File: src/cbp_pkg.sv
// Package for the coefficient byte gearbox: field widths, register indexes,
// shared types and the coefficient width clamp. No dependencies.
package cbp_pkg;

    localparam int COEFF_W = 12;
    localparam int BYTE_W = 8;
    localparam int CWID_W = 4;
    localparam int BUF_W = 19;
    localparam int HELD_W = 5;
    localparam int CFG_IDX_W = 2;
    localparam int CFG_DATA_W = 4;
    localparam int DEF_BLOCK_COEFFS = 256;
    localparam logic [COEFF_W-1:0] MODULUS = 12'd3329;
    localparam logic [CWID_W-1:0] MAX_WIDTH = 4'd12;
    localparam logic [CWID_W-1:0] RESET_WIDTH = 4'd12;

    localparam logic [CFG_IDX_W-1:0] CFG_COEFF_WIDTH = 2'd0;
    localparam logic [CFG_IDX_W-1:0] CFG_DIRECTION = 2'd1;

    typedef enum logic {
        DIR_PACK = 1'b0,
        DIR_UNPACK = 1'b1
    } t_dir;

    typedef struct packed {
        logic [CWID_W-1:0] width;
        t_dir dir;
        logic clear;
    } t_cfg;

    typedef struct packed {
        logic [COEFF_W-1:0] out_value;
        logic last;
    } t_result;

    function automatic logic [CWID_W-1:0] eff_width(input logic [CWID_W-1:0] raw);
        logic [CWID_W-1:0] w;
        w = raw;
        if (raw == '0) begin
            w = 4'd1;
        end else if (raw > MAX_WIDTH) begin
            w = MAX_WIDTH;
        end
        return w;
    endfunction

endpackage

File: src/cbp_ifs.sv
// Valid/ready channel interfaces of the coefficient byte gearbox.
// Depends on cbp_pkg for the field widths.
interface cbp_coeff_if;
    import cbp_pkg::*;
    logic valid;
    logic ready;
    logic [COEFF_W-1:0] coeff_in;
    logic [BYTE_W-1:0] byte_in;
    modport source (output valid, output coeff_in, output byte_in, input ready);
    modport sink (input valid, input coeff_in, input byte_in, output ready);
endinterface

interface cbp_result_if;
    import cbp_pkg::*;
    logic valid;
    logic ready;
    logic [COEFF_W-1:0] out_value;
    logic last;
    modport source (output valid, output out_value, output last, input ready);
    modport sink (input valid, input out_value, input last, output ready);
endinterface

interface cbp_cfg_if;
    import cbp_pkg::*;
    logic valid;
    logic ready;
    logic [CFG_IDX_W-1:0] index;
    logic [CFG_DATA_W-1:0] data;
    modport source (output valid, output index, output data, input ready);
    modport sink (input valid, input index, input data, output ready);
endinterface

File: src/cbp_cfg_regs.sv
// Configuration registers of the gearbox: coefficient width and direction.
// Depends on cbp_pkg for register indexes and the t_cfg struct.
module cbp_cfg_regs
    import cbp_pkg::*;
(
    input  logic                  i_clk,
    input  logic                  i_rst_n,
    input  logic                  i_wr_valid,
    input  logic [CFG_IDX_W-1:0]  i_wr_index,
    input  logic [CFG_DATA_W-1:0] i_wr_data,
    output logic                  o_wr_ready,
    output t_cfg                  o_cfg
);

    logic [CWID_W-1:0] r_width;
    t_dir r_dir;
    logic wr_fire;

    assign o_wr_ready = 1'b1;
    assign wr_fire = i_wr_valid;

    always_ff @(posedge i_clk) begin
        if (!i_rst_n) begin
            r_width <= RESET_WIDTH;
            r_dir <= DIR_PACK;
        end else if (wr_fire) begin
            case (i_wr_index)
                CFG_COEFF_WIDTH: r_width <= i_wr_data[CWID_W-1:0];
                CFG_DIRECTION:   r_dir <= t_dir'(i_wr_data[0]);
                default: ;
            endcase
        end
    end

    always_comb begin
        o_cfg.width = eff_width(r_width);
        o_cfg.dir = r_dir;
        o_cfg.clear = wr_fire && (i_wr_index == CFG_COEFF_WIDTH
                                  || i_wr_index == CFG_DIRECTION);
    end

endmodule

File: src/cbp_gearbox.sv
// Bit buffer of the gearbox: hands out one result per cycle while i_res_free is
// high, takes in a request once no complete results remain. Depends on cbp_pkg.
module cbp_gearbox
    import cbp_pkg::*;
#(
    parameter int BLOCK_COEFFS = DEF_BLOCK_COEFFS
) (
    input  logic               i_clk,
    input  logic               i_rst_n,
    input  t_cfg               i_cfg,
    input  logic               i_valid,
    input  logic [COEFF_W-1:0] i_coeff,
    input  logic [BYTE_W-1:0]  i_byte,
    output logic               o_ready,
    input  logic               i_res_free,
    output logic               o_res_valid,
    output t_result            o_res
);

    localparam int IDX_W = $clog2(BLOCK_COEFFS + 1);
    localparam logic [IDX_W-1:0] IDX_LAST = IDX_W'(BLOCK_COEFFS - 1);

    logic [BUF_W-1:0] r_buf, n_buf;
    logic [HELD_W-1:0] r_held, n_held;
    logic [IDX_W-1:0] r_idx, n_idx;
    logic r_fin, n_fin;

    logic [BUF_W-1:0] buf1;
    logic [HELD_W-1:0] held1;
    logic [IDX_W-1:0] idx1;
    logic fin1;
    logic [HELD_W-1:0] d_ext;
    logic [COEFF_W-1:0] mask;
    logic [COEFF_W-1:0] raw_coeff;
    logic pending;
    logic emit;
    logic absorb;

    assign d_ext = HELD_W'(i_cfg.width);
    assign mask = COEFF_W'((13'd1 << i_cfg.width) - 13'd1);
    assign raw_coeff = r_buf[COEFF_W-1:0] & mask;

    always_comb begin
        if (i_cfg.dir == DIR_PACK) begin
            pending = (r_held >= HELD_W'(8)) || r_fin;
        end else begin
            pending = (r_held >= d_ext);
        end
    end

    assign emit = pending && i_res_free;
    assign o_res_valid = emit;

    always_comb begin
        buf1 = r_buf;
        held1 = r_held;
        idx1 = r_idx;
        fin1 = r_fin;
        o_res.out_value = '0;
        o_res.last = 1'b0;
        if (emit) begin
            if (i_cfg.dir == DIR_PACK) begin
                o_res.out_value = COEFF_W'(r_buf[BYTE_W-1:0]);
                if (r_held >= HELD_W'(8)) begin
                    o_res.last = r_fin && (r_held == HELD_W'(8));
                    buf1 = r_buf >> 8;
                    held1 = r_held - HELD_W'(8);
                end else begin
                    o_res.last = 1'b1;
                end
                if (o_res.last) begin
                    buf1 = '0;
                    held1 = '0;
                    fin1 = 1'b0;
                end
            end else begin
                if (i_cfg.width == MAX_WIDTH && raw_coeff >= MODULUS) begin
                    o_res.out_value = raw_coeff - MODULUS;
                end else begin
                    o_res.out_value = raw_coeff;
                end
                buf1 = r_buf >> i_cfg.width;
                held1 = r_held - d_ext;
                if (r_idx == IDX_LAST) begin
                    o_res.last = 1'b1;
                    buf1 = '0;
                    held1 = '0;
                    idx1 = '0;
                end else begin
                    idx1 = IDX_W'(r_idx + 1'b1);
                end
            end
        end
    end

    always_comb begin
        if (i_cfg.dir == DIR_PACK) begin
            o_ready = (held1 < HELD_W'(8)) && !fin1;
        end else begin
            o_ready = (held1 < d_ext);
        end
    end

    assign absorb = i_valid && o_ready;

    always_comb begin
        n_buf = buf1;
        n_held = held1;
        n_idx = idx1;
        n_fin = fin1;
        if (i_cfg.clear) begin
            n_buf = '0;
            n_held = '0;
            n_idx = '0;
            n_fin = 1'b0;
        end else if (absorb) begin
            if (i_cfg.dir == DIR_PACK) begin
                n_buf = buf1 | (BUF_W'(i_coeff & mask) << held1);
                n_held = held1 + d_ext;
                if (idx1 == IDX_LAST) begin
                    n_idx = '0;
                    n_fin = 1'b1;
                end else begin
                    n_idx = IDX_W'(idx1 + 1'b1);
                end
            end else begin
                n_buf = buf1 | (BUF_W'(i_byte) << held1);
                n_held = held1 + HELD_W'(8);
            end
        end
    end

    always_ff @(posedge i_clk) begin
        if (!i_rst_n) begin
            r_buf <= '0;
            r_held <= '0;
            r_idx <= '0;
            r_fin <= 1'b0;
        end else begin
            r_buf <= n_buf;
            r_held <= n_held;
            r_idx <= n_idx;
            r_fin <= n_fin;
        end
    end

endmodule

File: src/cbp_out_reg.sv
// Output register of the gearbox: holds one result until the sink takes it.
// Depends on cbp_pkg for the t_result struct.
module cbp_out_reg
    import cbp_pkg::*;
(
    input  logic               i_clk,
    input  logic               i_rst_n,
    input  logic               i_valid,
    input  t_result            i_res,
    output logic               o_free,
    output logic               o_valid,
    output logic [COEFF_W-1:0] o_out_value,
    output logic               o_last,
    input  logic               i_ready
);

    logic r_valid;
    t_result r_res;

    assign o_free = !r_valid || i_ready;

    always_ff @(posedge i_clk) begin
        if (!i_rst_n) begin
            r_valid <= 1'b0;
        end else if (o_free) begin
            r_valid <= i_valid;
        end
    end

    always_ff @(posedge i_clk) begin
        if (o_free && i_valid) begin
            r_res <= i_res;
        end
    end

    assign o_valid = r_valid;
    assign o_out_value = r_res.out_value;
    assign o_last = r_res.last;

endmodule

File: src/coefficient_byte_pack_unpack.sv
// Coefficient byte gearbox between d-bit coefficients and bytes, LSB first,
// in blocks of BLOCK_COEFFS coefficients. A request is taken at the same clock
// edge at which the previous request's last complete result moves to the output
// register, so no new request is taken while complete results of the previous
// one remain (up to three bytes in pack mode, up to eight coefficients in
// unpack mode with d = 1). Results appear in the cycle after they are formed.
// Write configuration only while no results are outstanding; every write to
// the width or direction register restarts the block. Depends on cbp_pkg,
// cbp_ifs, cbp_cfg_regs, cbp_gearbox and cbp_out_reg.
module coefficient_byte_pack_unpack
    import cbp_pkg::*;
#(
    parameter int BLOCK_COEFFS = DEF_BLOCK_COEFFS
) (
    input  logic         i_clk,
    input  logic         i_rst_n,
    cbp_coeff_if.sink    i_coeff,
    cbp_result_if.source o_result,
    cbp_cfg_if.sink      i_cfg
);

    t_cfg cfg;
    t_result res;
    logic res_valid;
    logic res_free;
    logic cfg_ready;
    logic in_ready;
    logic out_valid;
    logic [COEFF_W-1:0] out_value;
    logic out_last;

    cbp_cfg_regs u_cfg (
        .i_clk      (i_clk),
        .i_rst_n    (i_rst_n),
        .i_wr_valid (i_cfg.valid),
        .i_wr_index (i_cfg.index),
        .i_wr_data  (i_cfg.data),
        .o_wr_ready (cfg_ready),
        .o_cfg      (cfg)
    );

    cbp_gearbox #(
        .BLOCK_COEFFS (BLOCK_COEFFS)
    ) u_gearbox (
        .i_clk       (i_clk),
        .i_rst_n     (i_rst_n),
        .i_cfg       (cfg),
        .i_valid     (i_coeff.valid),
        .i_coeff     (i_coeff.coeff_in),
        .i_byte      (i_coeff.byte_in),
        .o_ready     (in_ready),
        .i_res_free  (res_free),
        .o_res_valid (res_valid),
        .o_res       (res)
    );

    cbp_out_reg u_out (
        .i_clk       (i_clk),
        .i_rst_n     (i_rst_n),
        .i_valid     (res_valid),
        .i_res       (res),
        .o_free      (res_free),
        .o_valid     (out_valid),
        .o_out_value (out_value),
        .o_last      (out_last),
        .i_ready     (o_result.ready)
    );

    assign i_cfg.ready = cfg_ready;
    assign i_coeff.ready = in_ready;
    assign o_result.valid = out_valid;
    assign o_result.out_value = out_value;
    assign o_result.last = out_last;

endmodule

File: src/flat_wrapper.sv
// flat-port wrapper written by rule: the top's interface ports become plain ports
module coefficient_byte_pack_unpack_flat import cbp_pkg::*;
#(
    parameter int BLOCK_COEFFS = DEF_BLOCK_COEFFS
)
  (i_clk, i_rst_n, i_coeff_valid, i_coeff_coeff_in, i_coeff_byte_in, i_coeff_ready, o_result_valid, o_result_out_value, o_result_last, o_result_ready, i_cfg_valid, i_cfg_index, i_cfg_data, i_cfg_ready);
  cbp_coeff_if i_coeff_i ();
  cbp_result_if o_result_i ();
  cbp_cfg_if i_cfg_i ();
  input  logic i_clk;
  input  logic i_rst_n;
  input wire logic [$bits(i_coeff_i.valid)-1:0] i_coeff_valid;
  input wire logic [$bits(i_coeff_i.coeff_in)-1:0] i_coeff_coeff_in;
  input wire logic [$bits(i_coeff_i.byte_in)-1:0] i_coeff_byte_in;
  output wire logic [$bits(i_coeff_i.ready)-1:0] i_coeff_ready;
  output wire logic [$bits(o_result_i.valid)-1:0] o_result_valid;
  output wire logic [$bits(o_result_i.out_value)-1:0] o_result_out_value;
  output wire logic [$bits(o_result_i.last)-1:0] o_result_last;
  input wire logic [$bits(o_result_i.ready)-1:0] o_result_ready;
  input wire logic [$bits(i_cfg_i.valid)-1:0] i_cfg_valid;
  input wire logic [$bits(i_cfg_i.index)-1:0] i_cfg_index;
  input wire logic [$bits(i_cfg_i.data)-1:0] i_cfg_data;
  output wire logic [$bits(i_cfg_i.ready)-1:0] i_cfg_ready;
  assign i_coeff_i.valid = i_coeff_valid;
  assign i_coeff_i.coeff_in = i_coeff_coeff_in;
  assign i_coeff_i.byte_in = i_coeff_byte_in;
  assign i_coeff_ready = i_coeff_i.ready;
  assign o_result_valid = o_result_i.valid;
  assign o_result_out_value = o_result_i.out_value;
  assign o_result_last = o_result_i.last;
  assign o_result_i.ready = o_result_ready;
  assign i_cfg_i.valid = i_cfg_valid;
  assign i_cfg_i.index = i_cfg_index;
  assign i_cfg_i.data = i_cfg_data;
  assign i_cfg_ready = i_cfg_i.ready;
  coefficient_byte_pack_unpack #(.BLOCK_COEFFS(BLOCK_COEFFS)) u_core (.i_clk(i_clk), .i_rst_n(i_rst_n), .i_coeff(i_coeff_i), .o_result(o_result_i), .i_cfg(i_cfg_i));
endmodule
File: config.mk
export PLATFORM = sky130hd
export DESIGN_NAME = coefficient_byte_pack_unpack_flat
export DESIGN_NICKNAME = d
export VERILOG_FILES = /design/src/cbp_pkg.sv /design/src/cbp_ifs.sv /design/src/cbp_cfg_regs.sv /design/src/cbp_gearbox.sv /design/src/cbp_out_reg.sv /design/src/coefficient_byte_pack_unpack.sv /design/src/flat_wrapper.sv
export SDC_FILE = /design/constraint.sdc
export NUM_CORES = 1
export LEC_CHECK = 0
export BUFFER_PORTS_ARGS = -buffer_cell sky130_fd_sc_hd__buf_2
export CAP_MARGIN = 30
export CORE_ASPECT_RATIO = 1.2
export CORE_MARGIN = 8
export CORE_UTILIZATION = 45
export DETAILED_ROUTE_END_ITERATION = 8
export PLACE_DENSITY = 0.71
export SYNTH_ARGS = -nofsm -noshare
export SYNTH_HDL_FRONTEND = slang
export SYNTH_HIERARCHICAL = 1
export SYNTH_SLANG_ARGS = --single-unit
File: constraint.sdc
create_clock -name i_clk -period 4.5 [get_ports i_clk]
set_clock_uncertainty 0.15 [all_clocks]
set_input_delay 0 -clock i_clk [delete_from_list [all_inputs] [get_ports i_clk]]
set_output_delay 0 -clock i_clk [all_outputs]
set_load 0.01 [all_outputs]
==> impl_metrics.json <==
{
  "status": "finished, final reports clean",
  "antenna_found_initial": 0,
  "final_cells": 923,
  "place.gp.congestion": 0.982,
  "ys_ff_latch": 53,
  "leakagePower_nw": 2.41,
  "synth_compound_area_frac": 0.278,
  "dr.first_iter.drc_count": 538,
  "fin_nets": 815,
  "yosys.area_share.simple": 0.239,
  "cts.path.max_buffers": 2,
  "synth_fa_ha_area_frac": 0.0551,
  "grt.overflow.total": 0,
  "cap_viol_max_count": 0,
  "cpMostUsedCell": "nand2_1",
  "vias": 5926,
  "criticalPathCategory": "register to register",
  "synth_area_leaders": "dfxtp_1 (15%), mux2i_1 (7.8%), edfxtp_1 (7.1%)",
  "hold_viol": 0,
  "area_growth_pct": 14.1,
  "grt_max_degree": 38,
  "finalPower_mw": 3.12,
  "dp_hpwl_mm": 13.7,
  "io_pins": 47,
  "dr.pass1.iters": 7,
  "fin_crit_sh": 0.944,
  "syn_avg_cell_area_um2": 7.73,
  "post-route-util": 0.522,
  "switching_share": 0.480,
  "ys.flop_type": "dfxtp_1",
  "async_flop_share": 0,
  "setup_viol": 0,
  "cp_cell_sequence": "nand2_1 -> and2_1 -> inv_1 -> ha_1 -> nor2b_1 -> o31a_1 -> a2111oi_2 -> nor2_1 -> o21ai_0 -> buf_4 -> clkinv_1 -> ha_1 -> nand2_1 -> a211oi_2 -> buf_4 -> and3_1 -> and4_1 -> nand2_1 -> nand2_1 -> a211oi_1",
  "max_slew.worst_pin.slew_ns": 0.840,
  "cts_inserted_buffers": 5,
  "ys_types": 82,
  "clk_pin_slew_ns": 0.07,
  "die_area_um2": 16000,
  "p_per_area_nw_per_um2": 497,
  "slew_headroom": 0.438,
  "synth_top_family_by_area": "compound AO/OA/AOI/OAI gates",
  "route.layer.met1.wl_mm": 7.50,
  "synth_top_area_share": 0.146,
  "grt_pass1_wl_mm": 29.1,
  "drc_errors": 0,
  "ant_nets": 0,
  "min_period_ns": 4.25,
  "netlist_area_um2": 5490,
  "met2RoutedLength_mm": 8.37,
  "cpMaxStageDelayCell": "a2111oi_2",
  "pwr-share-comb": 0.609,
  "wl_met3_mm": 1.40,
  "p_sw_mw": 1.50,
  "cp.arrival_ns": 4.30,
  "synth_xor_xnor_area_share": 0.0255,
  "synthCells": 710,
  "synth_edf_count": 13,
  "post_drt_wl_per_cell_um": 19.7,
  "ctsHtreeMaxLevel": 2,
  "cts_sinks": 53,
  "grt.total_usage": 0.229,
  "endpoint_kind": "register",
  "worstPathMaxFanout": 13,
  "clockRootBuffer": "clkbuf_16",
  "antenna_cells": 0,
  "clkPwrFrac": 0.142,
  "hold_class": "input pin to register",
  "wl_mm": 18.2,
  "synthMuxAreaShare": 0.122,
  "syn_nets": 764,
  "core.rowCount": 44,
  "die_h_um": 137,
  "yosys_warnings": 6,
  "cts_tree": "done",
  "drive_gt1_frac": 0.178,
  "yosysSeqAreaShare": 0.217,
  "grt_pass1_vias": 5721,
  "start_util": 0.458,
  "die_w_um": 117,
  "power.internal_mw": 1.62,
  "pwr-share-seq": 0.249,
  "coreArea_um2": 12000,
  "crit_required_ns": 4.56,
  "yosysTopAreaCell": "dfxtp_1",
  "portBuffers": 45,
  "slowest_delay_ns": 0.42,
  "slew_viol_final": 0,
  "peakVddDrop_mv": 0.225,
  "critPathLaunchType": "register",
  "dr.max_layer_used": "met4",
  "viasPerCell": 6.42,
  "clk-insertion-delay-late_ns": 0.30,
  "place_inst": 901,
  "max_freq_mhz": 236
}
flip-flops by register name, indices dropped and copies added (netlist names):
name,count
u_core/u_gearbox/r_buf,19
u_core/u_out/o_out_value,12
u_core/u_gearbox/r_idx,9
u_core/u_gearbox/r_held,5
u_core/u_cfg/r_width,4
u_core/u_cfg/r_dir,1
u_core/u_gearbox/r_fin,1
u_core/u_out/o_last,1
u_core/u_out/o_valid,1
cells by family (layout without fill, tap and decap cells):
family	count (synthesis)	after routing
XOR/XNOR	16	16
buffers and inverters	79	131
flip-flops	53	53
AO/OA/AOI/OAI	219	219
AND/OR/NAND/NOR	261	261
adder cells (fa/ha/maj)	23	23
multiplexers	58	58
other	1	1
timing repair:
item                                    in CTS  in global routing
endpoints found under the setup margin       0                 19
resized for setup                            0                  6
hold endpoints to repair                     6                  0
buffers inserted                             0                  1
hold buffers                                13                  0
synthesized netlist by cell type, types with 8 or more instances:
cell type	instances
mux2i_1	43
dfxtp_1	40
nor3_1	22
ha_1	21
o21ai_0	36
a221oi_1	9
a211oi_1	13
nand2_1	72
and2_1	10
edfxtp_1	13
and3_1	11
o211ai_1	10
a21oi_1	60
mux2_2	8
nand3_1	25
inv_1	26
nand2b_1	8
xor2_1	9
nor2b_1	10
a31oi_1	11
buf_2	13
nor2_1	62
clkbuf_1	25
per-stage QoR:
| stage | hold WS [ns] | instance area, µm² | setup TNS [ns] | setup WS (ns) |
|---|---|---|---|---|
| finish | 0.128 | 6270 | 0 | 0.254 |
| floorplan | -0.0611 | 5490 | 0 | 0.0588 |
| global route | 0.133 | 6270 | -0.0233 | -0.0164 |
| global placement | 0.0999 | 5940 | 0 | 0.379 |
| CTS | 0.0903 | 6230 | 0 | 0.200 |
| detailed placement | 0.113 | 5940 | 0 | 0.241 |
power by group through the flow:
stage	logic, mW	registers, mW	clock network [mW]
6_report	1.90	0.777	0.442
5_1_grt	2.05	0.787	0.468
4_1_cts	1.83	0.768	0.447
3_5_place_dp	1.81	0.779	0
3_3_place_gp	1.78	0.775	0
2_1_floorplan	1.33	0.741	0
critical path: cells and delay by family, from the launching register on:
family | cells | cell delay [ns]
AO/OA/AOI/OAI | 5 | 1.30
buffers and inverters | 4 | 0.57
AND/OR/NAND/NOR | 9 | 1.30
adder cells (fa/ha/maj) | 2 | 0.43
flip-flops | 1 | 0.40
per-layer routing:
layer	vias up	global-route usage
met2	313	0.372
met1	2809	0.280
met5	-	0
li1	2737	-
met4	0	0.126
met3	67	0.0411
cell type report:
cell class	instances	area [µm²]
clock buffers	6	129
multi-input cells	578	3980
clock inverters	2	38.8
inverters	31	116
flip-flops and latches	53	1190
repair buffers	92	611
well taps	161	201
fillers	1171	5730
final timing paths:
kind / start / end / slack [ns] / cells past startpoint
max: u_core/u_cfg/r_width[3]$_SDFFE_PN1P_ / u_core/u_gearbox/r_idx[1]$_SDFF_PP0_ / 0.25 / 20
min: i_coeff_valid / u_core/u_gearbox/r_held[3]$_SDFF_PP0_ / 0.13 / 4
max reg2reg: u_core/u_cfg/r_width[3]$_SDFFE_PN1P_ / u_core/u_gearbox/r_idx[1]$_SDFF_PP0_ / 0.25 / 20
min reg2reg: u_core/u_cfg/r_width[0]$_SDFFE_PN0P_ / u_core/u_cfg/r_width[0]$_SDFFE_PN0P_ / 0.32 / 2
layout by cell type (no fill, tap or decap), types with 9 or more instances in the layout:
cell type       n
nand2_1        72
ha_1           21
nand3_1        25
and2_1          9
dlygate4sd3_1  13
mux2i_1        43
nor2b_1        10
edfxtp_1       13
buf_4          34
buf_2          45
nor2_1         62
and3_1         11
nor3_1         21
o211ai_1       10
dfxtp_1        40
a31oi_1        11
xor2_1          9
o21ai_0        36
a211oi_1       12
inv_1          26
a21oi_1        60
a221oi_1        9
(Power assumes the default switching activity.)
